### config.mk
export PLATFORM = sky130hd
export DESIGN_NAME = crc_frame_command_receiver
export DESIGN_NICKNAME = d
export VERILOG_FILES = /design/src/rtl/cfcr_pkg.sv /design/src/rtl/crc_frame_command_receiver.sv /design/src/rtl/cfcr_parser.sv
export SDC_FILE = /design/constraint.sdc
export NUM_CORES = 1
export LEC_CHECK = 0
export ABC_AREA = 1
export ABC_CLOCK_PERIOD_IN_PS = 4040
export BUFFER_PORTS_ARGS = -buffer_cell sky130_fd_sc_hd__buf_4
export CORE_MARGIN = 2
export CORE_UTILIZATION = 61
export CTS_CLUSTER_SIZE = 20
export DETAILED_ROUTE_END_ITERATION = 10
export PLACE_DENSITY = 0.9
export SLEW_MARGIN = 40
export SYNTH_ARGS = -nofsm -noshare
export SYNTH_HDL_FRONTEND = slang
export SYNTH_HIERARCHICAL = 1
export SYNTH_SLANG_ARGS = --single-unit
### constraint.sdc
create_clock -name clk -period 4.04 [get_ports clk]
set_clock_uncertainty 0.15 [all_clocks]
set_input_delay 0.202 -clock clk [delete_from_list [all_inputs] [get_ports clk]]
set_output_delay 0.202 -clock clk [all_outputs]
set_load 0.01 [all_outputs]
### src/rtl/cfcr_pkg.sv
// Shared types, constants and the CRC-16/Modbus byte update for the frame
// command receiver. No dependencies; used by cfcr_parser and the top level.
package cfcr_pkg;

  // Frame limits
  localparam logic [7:0] PAYLOAD_LIMIT   = 8'd16;
  localparam logic [4:0] PWM_PAYLOAD_LEN = 5'd4;
  localparam logic [4:0] PAYLOAD_STORE   = 5'd4;

  // CRC-16/Modbus
  localparam logic [15:0] CRC_INIT = 16'hFFFF;
  localparam logic [15:0] CRC_POLY = 16'hA001;

  // Result event codes
  localparam logic [1:0] EV_NONE    = 2'd0;
  localparam logic [1:0] EV_SET_PWM = 2'd1;
  localparam logic [1:0] EV_STOP    = 2'd2;
  localparam logic [1:0] EV_PING    = 2'd3;

  // Configuration register indexes
  localparam logic [2:0] REG_START_FIRST  = 3'd0;
  localparam logic [2:0] REG_START_SECOND = 3'd1;
  localparam logic [2:0] REG_CODE_SET_PWM = 3'd2;
  localparam logic [2:0] REG_CODE_STOP    = 3'd3;
  localparam logic [2:0] REG_CODE_PING    = 3'd4;
  localparam logic [2:0] REG_BYTE_GAP     = 3'd5;
  localparam logic [2:0] REG_CMD_GAP      = 3'd6;

  localparam logic [15:0] GAP_MAX = 16'hFFFF;

  typedef struct packed {
    logic [7:0]  start_byte_first;
    logic [7:0]  start_byte_second;
    logic [7:0]  code_set_pwm;
    logic [7:0]  code_stop;
    logic [7:0]  code_ping;
    logic [15:0] byte_gap_limit;
    logic [15:0] command_gap_limit;
  } cfcr_cfg_t;

  typedef struct packed {
    logic [1:0]         evt;
    logic signed [15:0] drive_a;
    logic signed [15:0] drive_b;
  } cfcr_frame_t;

  // Fold one byte into the running CRC, LSB first
  function automatic logic [15:0] crc_feed(input logic [15:0] crc_in,
                                           input logic [7:0] b);
    logic [15:0] c;
    c = crc_in ^ {8'h00, b};
    for (int k = 0; k < 8; k++) begin
      if (c[0]) begin
        c = (c >> 1) ^ CRC_POLY;
      end else begin
        c = c >> 1;
      end
    end
    return c;
  endfunction

endpackage

### src/rtl/crc_frame_command_receiver.sv
// Each accepted input item gives one result, held in the output register.
// Throughput: one item per cycle while results are taken; the output register frees as it is taken,
// so a new item is accepted while the previous result is being taken.
// Reset (rst, synchronous): parser hunts for a start byte, gap counters clear,
// no command seen and timeout raised, registers return to their defaults.
// Top level: configuration registers, command watchdog, output register.
module crc_frame_command_receiver (
  input  logic        clk,
  input  logic        rst,
  // input stream
  input  logic        s_tvalid,
  output logic        s_tready,
  input  logic [7:0]  s_tdata,   // [7:0] data_byte
  input  logic        s_tuser,   // [0] func: 0 byte, 1 tick
  // result stream
  output logic        m_tvalid,
  input  logic        m_tready,
  output logic [39:0] m_tdata,   // [15:0] drive_a, [31:16] drive_b,
                                 // [32] command_timeout, [33] command_active, rest 0
  output logic [1:0]  m_tuser,   // [1:0] event_res
  // configuration writes
  input  logic        cfg_valid,
  output logic        cfg_ready,
  input  logic [2:0]  cfg_index,
  input  logic [15:0] cfg_data
);
  import cfcr_pkg::*;

  cfcr_cfg_t   cfg;
  cfcr_frame_t frame;
  logic        item_en;
  logic        is_tick;
  logic        command_seen, command_seen_next;
  logic        timeout_flag, timeout_flag_next;
  logic [15:0] command_gap_count, command_gap_count_next;
  logic        is_motor_cmd;

  assign s_tready  = !m_tvalid || m_tready;
  assign item_en   = s_tvalid && s_tready;
  assign is_tick   = s_tuser;
  assign cfg_ready = 1'b1;

  // Configuration registers
  always_ff @(posedge clk) begin
    if (rst) begin
      cfg.start_byte_first  <= 8'hA5;
      cfg.start_byte_second <= 8'h5A;
      cfg.code_set_pwm      <= 8'd1;
      cfg.code_stop         <= 8'd2;
      cfg.code_ping         <= 8'd3;
      cfg.byte_gap_limit    <= 16'd20;
      cfg.command_gap_limit <= 16'd100;
    end else if (cfg_valid) begin
      case (cfg_index)
        REG_START_FIRST:  cfg.start_byte_first  <= cfg_data[7:0];
        REG_START_SECOND: cfg.start_byte_second <= cfg_data[7:0];
        REG_CODE_SET_PWM: cfg.code_set_pwm      <= cfg_data[7:0];
        REG_CODE_STOP:    cfg.code_stop         <= cfg_data[7:0];
        REG_CODE_PING:    cfg.code_ping         <= cfg_data[7:0];
        REG_BYTE_GAP:     cfg.byte_gap_limit    <= cfg_data;
        REG_CMD_GAP:      cfg.command_gap_limit <= cfg_data;
        default: ;
      endcase
    end
  end

  cfcr_parser u_parser (
    .clk       (clk),
    .rst       (rst),
    .item_en   (item_en),
    .is_tick   (is_tick),
    .data_byte (s_tdata),
    .cfg       (cfg),
    .frame     (frame)
  );

  // Watchdog: motor commands refresh it, ticks age it
  assign is_motor_cmd = (frame.evt == EV_SET_PWM) || (frame.evt == EV_STOP);

  always_comb begin
    command_seen_next      = command_seen;
    command_gap_count_next = command_gap_count;
    timeout_flag_next      = timeout_flag;
    if (is_tick) begin
      if (command_gap_count != GAP_MAX) command_gap_count_next = command_gap_count + 16'd1;
      timeout_flag_next = !command_seen ||
                          (command_gap_count_next > cfg.command_gap_limit);
    end else if (is_motor_cmd) begin
      command_seen_next      = 1'b1;
      command_gap_count_next = '0;
    end
  end

  always_ff @(posedge clk) begin
    if (rst) begin
      command_seen      <= 1'b0;
      command_gap_count <= '0;
      timeout_flag      <= 1'b1;
    end else if (item_en) begin
      command_seen      <= command_seen_next;
      command_gap_count <= command_gap_count_next;
      timeout_flag      <= timeout_flag_next;
    end
  end

  // Output register: hold until taken
  always_ff @(posedge clk) begin
    if (rst) begin
      m_tvalid <= 1'b0;
    end else if (item_en) begin
      m_tvalid <= 1'b1;
    end else if (m_tready) begin
      m_tvalid <= 1'b0;
    end
  end

  always_ff @(posedge clk) begin
    if (item_en) begin
      m_tuser <= frame.evt;
      m_tdata <= {6'b0, command_seen_next && !timeout_flag_next, timeout_flag_next,
                  frame.drive_b, frame.drive_a};
    end
  end

endmodule

### src/rtl/cfcr_parser.sv
// Frame parser: start byte hunt, header, payload capture, CRC check, decode.
// Also keeps the byte gap counter. Depends on cfcr_pkg.
module cfcr_parser (
  input  logic                 clk,
  input  logic                 rst,
  input  logic                 item_en,
  input  logic                 is_tick,
  input  logic [7:0]           data_byte,
  input  cfcr_pkg::cfcr_cfg_t  cfg,
  output cfcr_pkg::cfcr_frame_t frame
);
  import cfcr_pkg::*;

  localparam logic [2:0] PH_HUNT   = 3'd0;
  localparam logic [2:0] PH_START2 = 3'd1;
  localparam logic [2:0] PH_SEQ    = 3'd2;
  localparam logic [2:0] PH_CODE   = 3'd3;
  localparam logic [2:0] PH_LEN    = 3'd4;
  localparam logic [2:0] PH_DATA   = 3'd5;
  localparam logic [2:0] PH_CRC_LO = 3'd6;
  localparam logic [2:0] PH_CRC_HI = 3'd7;

  logic [2:0]  phase, phase_next, phase_eff;
  logic [4:0]  bytes_taken, bytes_taken_next, taken_inc;
  logic [7:0]  frame_code, frame_code_next;
  logic [4:0]  frame_length, frame_length_next;
  logic [15:0] running_crc, running_crc_next;
  logic [15:0] crc_cont, crc_fresh;
  logic [7:0]  crc_low_byte;
  logic [7:0]  payload_bytes [4];
  logic [15:0] byte_gap_count, byte_gap_count_next;
  logic        store_payload, store_crc_low;
  cfcr_frame_t frame_dec;

  assign crc_cont  = crc_feed(running_crc, data_byte);
  assign crc_fresh = crc_feed(CRC_INIT, data_byte);
  assign taken_inc = bytes_taken + 5'd1;

  // Decode a frame whose CRC matched; first matching code wins
  always_comb begin
    frame_dec = '0;
    if (frame_code == cfg.code_set_pwm) begin
      if (frame_length == PWM_PAYLOAD_LEN) begin
        frame_dec.evt     = EV_SET_PWM;
        frame_dec.drive_a = {payload_bytes[0], payload_bytes[1]};
        frame_dec.drive_b = {payload_bytes[2], payload_bytes[3]};
      end
    end else if (frame_code == cfg.code_stop) begin
      if (frame_length == 5'd0) frame_dec.evt = EV_STOP;
    end else if (frame_code == cfg.code_ping) begin
      if (frame_length == 5'd0) frame_dec.evt = EV_PING;
    end
  end

  // Next parser state for a received byte
  always_comb begin
    phase_next        = phase;
    bytes_taken_next  = bytes_taken;
    frame_code_next   = frame_code;
    frame_length_next = frame_length;
    running_crc_next  = running_crc;
    store_payload     = 1'b0;
    store_crc_low     = 1'b0;
    frame             = '0;

    // drop a partial frame after too long a gap
    phase_eff = (phase != PH_HUNT && byte_gap_count > cfg.byte_gap_limit) ? PH_HUNT : phase;

    case (phase_eff)
      PH_HUNT: begin
        if (data_byte == cfg.start_byte_first) begin
          running_crc_next = crc_fresh;
          phase_next       = PH_START2;
        end else begin
          phase_next = PH_HUNT;
        end
      end
      PH_START2: begin
        if (data_byte == cfg.start_byte_second) begin
          running_crc_next = crc_cont;
          phase_next       = PH_SEQ;
        end else if (data_byte == cfg.start_byte_first) begin
          running_crc_next = crc_fresh;
          phase_next       = PH_START2;
        end else begin
          phase_next = PH_HUNT;
        end
      end
      PH_SEQ: begin
        running_crc_next = crc_cont;
        phase_next       = PH_CODE;
      end
      PH_CODE: begin
        running_crc_next = crc_cont;
        frame_code_next  = data_byte;
        phase_next       = PH_LEN;
      end
      PH_LEN: begin
        running_crc_next = crc_cont;
        bytes_taken_next = 5'd0;
        if (data_byte > PAYLOAD_LIMIT) begin
          phase_next = PH_HUNT;
        end else begin
          frame_length_next = data_byte[4:0];
          phase_next = (data_byte[4:0] == 5'd0) ? PH_CRC_LO : PH_DATA;
        end
      end
      PH_DATA: begin
        running_crc_next = crc_cont;
        store_payload    = (bytes_taken < PAYLOAD_STORE);
        bytes_taken_next = taken_inc;
        if (taken_inc >= frame_length) phase_next = PH_CRC_LO;
      end
      PH_CRC_LO: begin
        store_crc_low = 1'b1;
        phase_next    = PH_CRC_HI;
      end
      default: begin
        if ({data_byte, crc_low_byte} == running_crc) frame = frame_dec;
        phase_next       = PH_HUNT;
        bytes_taken_next = 5'd0;
      end
    endcase

    // ticks leave the parser alone
    if (is_tick) frame = '0;
  end

  // Age the gap counter on ticks, clear it on bytes
  always_comb begin
    if (is_tick) begin
      byte_gap_count_next = (byte_gap_count != GAP_MAX) ? byte_gap_count + 16'd1
                                                        : byte_gap_count;
    end else begin
      byte_gap_count_next = '0;
    end
  end

  // Control state
  always_ff @(posedge clk) begin
    if (rst) begin
      phase          <= PH_HUNT;
      bytes_taken    <= '0;
      frame_code     <= '0;
      frame_length   <= '0;
      running_crc    <= CRC_INIT;
      byte_gap_count <= '0;
    end else if (item_en) begin
      byte_gap_count <= byte_gap_count_next;
      if (!is_tick) begin
        phase        <= phase_next;
        bytes_taken  <= bytes_taken_next;
        frame_code   <= frame_code_next;
        frame_length <= frame_length_next;
        running_crc  <= running_crc_next;
      end
    end
  end

  // Payload and CRC low byte capture
  always_ff @(posedge clk) begin
    if (item_en && !is_tick) begin
      if (store_payload) payload_bytes[bytes_taken[1:0]] <= data_byte;
      if (store_crc_low) crc_low_byte <= data_byte;
    end
  end

endmodule

# --- Word level (Yosys, flattened, before mapping) ---
# Memory sizes are Yosys's and may differ from the RTL's.
# Index checks and enable logic that the tools add are counted.
op_classes:
  addsub: 3
  magnitude_cmp: 5
  eq_ne: 25
  muxes: 53
  bitwise_logic: 24
  reduce_logical: 38
op_table:
  columns: ["op", "n"]
  rows:
  - ["$mux W16", 24]
  - ["$mux W34", 3]
  - ["$not A2 Y3", 16]
  - ["$pmux W16 S3", 1]
  - ["$eq A8 B8 Y1", 5]
  - ["$mux W33", 1]
  - ["$add A16 B1 Y16 const B", 2]
  - ["$gt A16 B16 Y1", 2]
  - ["$mux W32", 1]
  - ["$ne A16 B16 Y1 const B", 2]
  - ["$pmux W3 S7", 1]
  - ["$reduce_and A2 Y1", 10]
  - ["$eq A3 B3 Y1 const B", 6]
  - ["$eq A16 B16 Y1", 1]
  - ["$not A8 Y16", 1]
  - ["$xor A16 B8 Y16", 1]
  - ["$eq A3 B2 Y1 const B", 4]
  - ["$mux W2", 6]
  - ["$mux W3", 4]
  - ["$reduce_and A3 Y1", 4]
  - ["$mux W1", 11]
  - ["$reduce_or A11 Y1", 1]
  - ["$logic_not A5 Y1", 2]
  - ["$pmux W5 S2", 1]
  - ["other kinds (20)", 38]
totals:
  register_bits: 188
  mem_bits_rw: 32
  in_bits: 33
  out_inout_bits: 45
  word_cells: 170
  n_memories: 1
mem_list:
  columns: ["name", "words", "width", "rd", "rd_ports_with_merged_regs", "wr", "line_no", "rtl"]
  rows:
  - ["u_parser.payload_bytes", 4, 8, 4, 0, 1, "cfcr_parser.sv:30", "logic [7:0] payload_bytes [4];"]

# --- Depth between registers and ports, before layout ---
logic_depth:
  ltp_word: 20
  ltp_mapped: 23
  ltp_nobuf: 22

# --- Hierarchy ---
# Netlist, hierarchy kept.
modules_own_cells:
  columns: ["mod", "n_inst", "cells_per_inst", "area_per_inst_um2"]
  rows:
  - ["cfcr_parser", 1, 742, 6074.6]
  - ["crc_frame_command_receiver", 1, 618, 5281.3]

# --- Least setup slack after synthesis ---
# OpenSTA, ideal clock, no wires.
synth_timing:
  path_kind: "register to register"
  from: "reg, netlist name cfg[31]"
  to: "reg command_gap_count[11]"
  setup_ns: 0.068
  arrival_ns: 2.841
  setup_slack_ns: 0.981
  stages_incl_launch_ff: 16
  n_path_buf: 3
  synth_period_minus_slack_ns: 3.059
  path_cell_list: "dfxtp_1 inv_1 ha_1 a21oi_1 o21ai_0 o21bai_1 o21ai_2 buf_6 nand4_2 clkbuf_1 a211oi_1 xor2_1 o21ai_1 buf_2 nand2_1 a21oi_2"
synth_lines:
  columns: ["element", "line_no", "rtl"]
  rows:
  - ["to (signal assigned)", "crc_frame_command_receiver.sv:101", "command_gap_count <= command_gap_count_next;"]
  - ["to (decl)", "crc_frame_command_receiver.sv:35", "logic [15:0] command_gap_count, command_gap_count_next;"]

==> results.yml <==
run_status:
  status: "finished, final reports clean"
global_routing:
  grt_pass1_vias: 9129
  grt_usage: 0.278
  grt_overflow_total: 0
  grt_antenna_before_repair: 0
  grt_first_pass_wirelength_um: 44900
  grt_max_degree: 73
cts:
  clock_latency_ns: 0.50
  htree_levels: 1
  cts_buffers: 23
  cts_tree: "yes"
  cts_setup_buffers: 0
  clkTransAtPathRegs_ns: 0.06
  cts.sinks: 220
  clockBufferDepth: 3
  clockRootBuffer: "clkbuf_16"
synth:
  synth_warnings: 6
  synthesis.instances: 1360
  yosys.cell_count.top_type: "nand2_1"
  async_flop_share: 0
  synth_ff_type: "dfxtp_1"
  yosysTopAreaCellShare: 0.254
  synth_top_area_cell: "dfxtp_1"
  ys_ff_latch: 220
  synth_common_cells: "nand2_1, nor2_1, dfxtp_1"
  synth.yosys.seq_area_share: 0.455
  mappedNetlistArea_um2: 11400
  synth.distinct_cells: 58
  synth-edff-count: 76
  synth.avg_cell_area_um2: 8.35
  synth_area_leaders: "dfxtp_1, edfxtp_1, nand2_1"
routing:
  antenna_left: 0
  wl_um: 28000
  vias_per_cell: 5.76
  drc: 0
  routed.top_layer: "met4"
  dr_wl_met3_um: 2370
  drt_iter0_markers: 864
  drtPass1Iterations: 9
  route.met2.wl_um: 13400
  wl_per_cell_um: 16.6
  num_vias: 9725
  wl_met1_um: 11400
final_layout:
  fin_nets: 1525
  regArea_um2: 5160
  syn_to_final_growth_pct: 14.2
  drive_above_1_share: 0.120
  finish.instance_area_um2: 13000
  antenna_cells: 0
  multi_input_area_um2: 5320
  fillers: 1219
  stdcell_count: 1688
hold_path:
  hold_class: "in2reg"
worst_setup_path:
  cpMaxStageDelayCell: "o21ai_2"
  cp_top_family: "compound AO/OA/AOI/OAI gates"
  max_stage_delay_ns: 0.57
  critPathCaptureType: "register"
  crit_type: "reg2reg"
  crit_chain: "inv_1 -> ha_1 -> nand2_1 -> nor2_1 -> nand4_1 -> a31oi_1 -> o21ai_2 -> nand4_2 -> buf_4 -> nor2_1 -> xor2_1 -> o21ai_2 -> nand2_1 -> a21oi_2"
  critPathLaunchType: "register"
  arrival_ns: 3.54
  path_max_fanout: 33
  worstPathRequired_ns: 4.32
  crit_buf_inv: 2
placement:
  gp_congestion: 0.962
  dp_cells: 1620
  place_hpwl_um: 17800
  dpl_cell_area_um2: 11900
  port_buffers: 70
sta:
  setup_viol: 0
  relSlewSlack: 0.496
  fmax_mhz: 306
  setup_tns_ns: 0
  period_share: 0.808
  report.final.slew_viol_count: 0
  tightest_slew_ns: 0.753
  rsz0062_at_grt: "no"
  finalHoldWorstSlack_ns: 0.0372
  hold_viol: 0
  min_period_ns: 3.26
power_and_ir_drop:
  leakagePower_nw: 5.52
  power_mw: 5.07
  irDropWorstVdd_mv: 0.254
  powerDensity_nw_per_um2: 391
floorplanning:
  dieArea_um2: 19700
  io_pins: 78
  fp.dieH_um: 140
  die_width_um: 140
  initial_core_util: 0.628
  core_um2: 18100
  rows: 49
flow_run:
  max-cap-violations: 0
flip-flops by register name (all words and copies together), names as in the netlist:
name                     cells
u_parser/frame_code          8
u_parser/byte_gap_count     16
u_parser/bytes_taken         5
m_tvalid                     1
m_tdata                     34
u_parser/payload_bytes      32
command_gap_count           16
m_tuser                      2
u_parser/frame_length        5
u_parser/crc_low_byte        8
u_parser/phase               3
cfg                         72
command_seen                 1
u_parser/running_crc        16
timeout_flag                 1
cell usage in the layout, fill, tap and decap left out, types with 4 or more instances in the layout:
master         instances
nand4_1               17
buf_4                 77
clkbuf_1               4
o211ai_1               4
mux2i_1                5
edfxtp_1              76
nand2_2               15
nand3_1               70
xor2_1                57
dfxtp_1              144
o21ai_0               92
nor3b_1               32
conb_1                 7
or2_2                  4
clkbuf_8               8
inv_2                  6
nand2_4                5
a211oi_1               5
nor3_1                11
nand2_1              223
xnor2_1               22
clkbuf_16             24
o21ai_1               10
nor2_1               174
a21oi_1               96
nor2_2                 8
inv_1                136
nand3_2                4
ha_1                  49
dlygate4sd3_1         27
cells by family (layout without fill, tap and decap cells):
| logic type | Yosys count | count (layout) | synth area share |
|---|---|---|---|
| AOI/OAI and AO/OA | 226 | 226 | 0.106 |
| xor gates and xnor gates | 80 | 80 | 0.0624 |
| adders and majority gates | 49 | 49 | 0.0540 |
| buffers and inverters | 195 | 289 | 0.0792 |
| DFF | 220 | 220 | 0.455 |
| muxes | 5 | 5 | 0.00441 |
| other | 2 | 7 | 0.000661 |
| and+or+nand+nor | 583 | 583 | 0.238 |
worst reg2reg max path, delay by kind of cell, from the launching register on:
| kind | cells | cell delay (ns) |
|---|---|---|
| AO/OA/AOI/OAI | 4 | 1.08 |
| buffers and inverters | 2 | 0.41 |
| flip-flops | 1 | 0.36 |
| AND/OR/NAND/NOR | 6 | 0.72 |
| adder cells (fa/ha/maj) | 1 | 0.30 |
| XOR/XNOR | 1 | 0.18 |
worst paths after layout:
path | from | end | slack, ns | cells after the start
worst min register to register | cfg[3] | cfg[3] | 0.31 | 2
worst max register to register | cfg[27] | command_gap_count[11] | 0.78 | 14
worst min-delay path | s_tuser | timeout_flag | 0.04 | 4
worst max-delay path | cfg[27] | command_gap_count[11] | 0.78 | 14
per-stage QoR:
step / setup WS, ns / utilization
floorplan: 0.981 / -
global placement: 0.677 / 0.657
detailed placement: 0.911 / 0.658
CTS: 0.869 / 0.717
global route: 0.499 / 0.717
finish: 0.775 / 0.717
cell type report:
| type | count | share of cell area |
|---|---|---|
| multi-input cells | 950 | 0.410 |
| flip-flops and latches | 220 | 0.398 |
| repair buffers | 104 | 0.0654 |
| clock buffers | 37 | 0.0565 |
| inverters | 144 | 0.0423 |
| well taps | 229 | 0.0221 |
| clock inverters | 4 | 0.00550 |
timing repair:
action,CTS,global route
resized for setup,0,0
endpoints found under the hold margin,113,0
hold buffers,27,0
power breakdown:
group          leakage, nW  switching, mW  internal [mW]
Sequential            1.90         0.0396           2.34
Clock                0.399          0.859           1.37
Combinational         3.23          0.289          0.174
routing by layer:
metal | vias to the layer above | GRT usage
li1 | 4641 | -
met1 | 4499 | 0.365
met2 | 499 | 0.475
met3 | 86 | 0.0379
met4 | 0 | 0.0920
met5 | - | 0
Power figures use the tool's default switching activity.
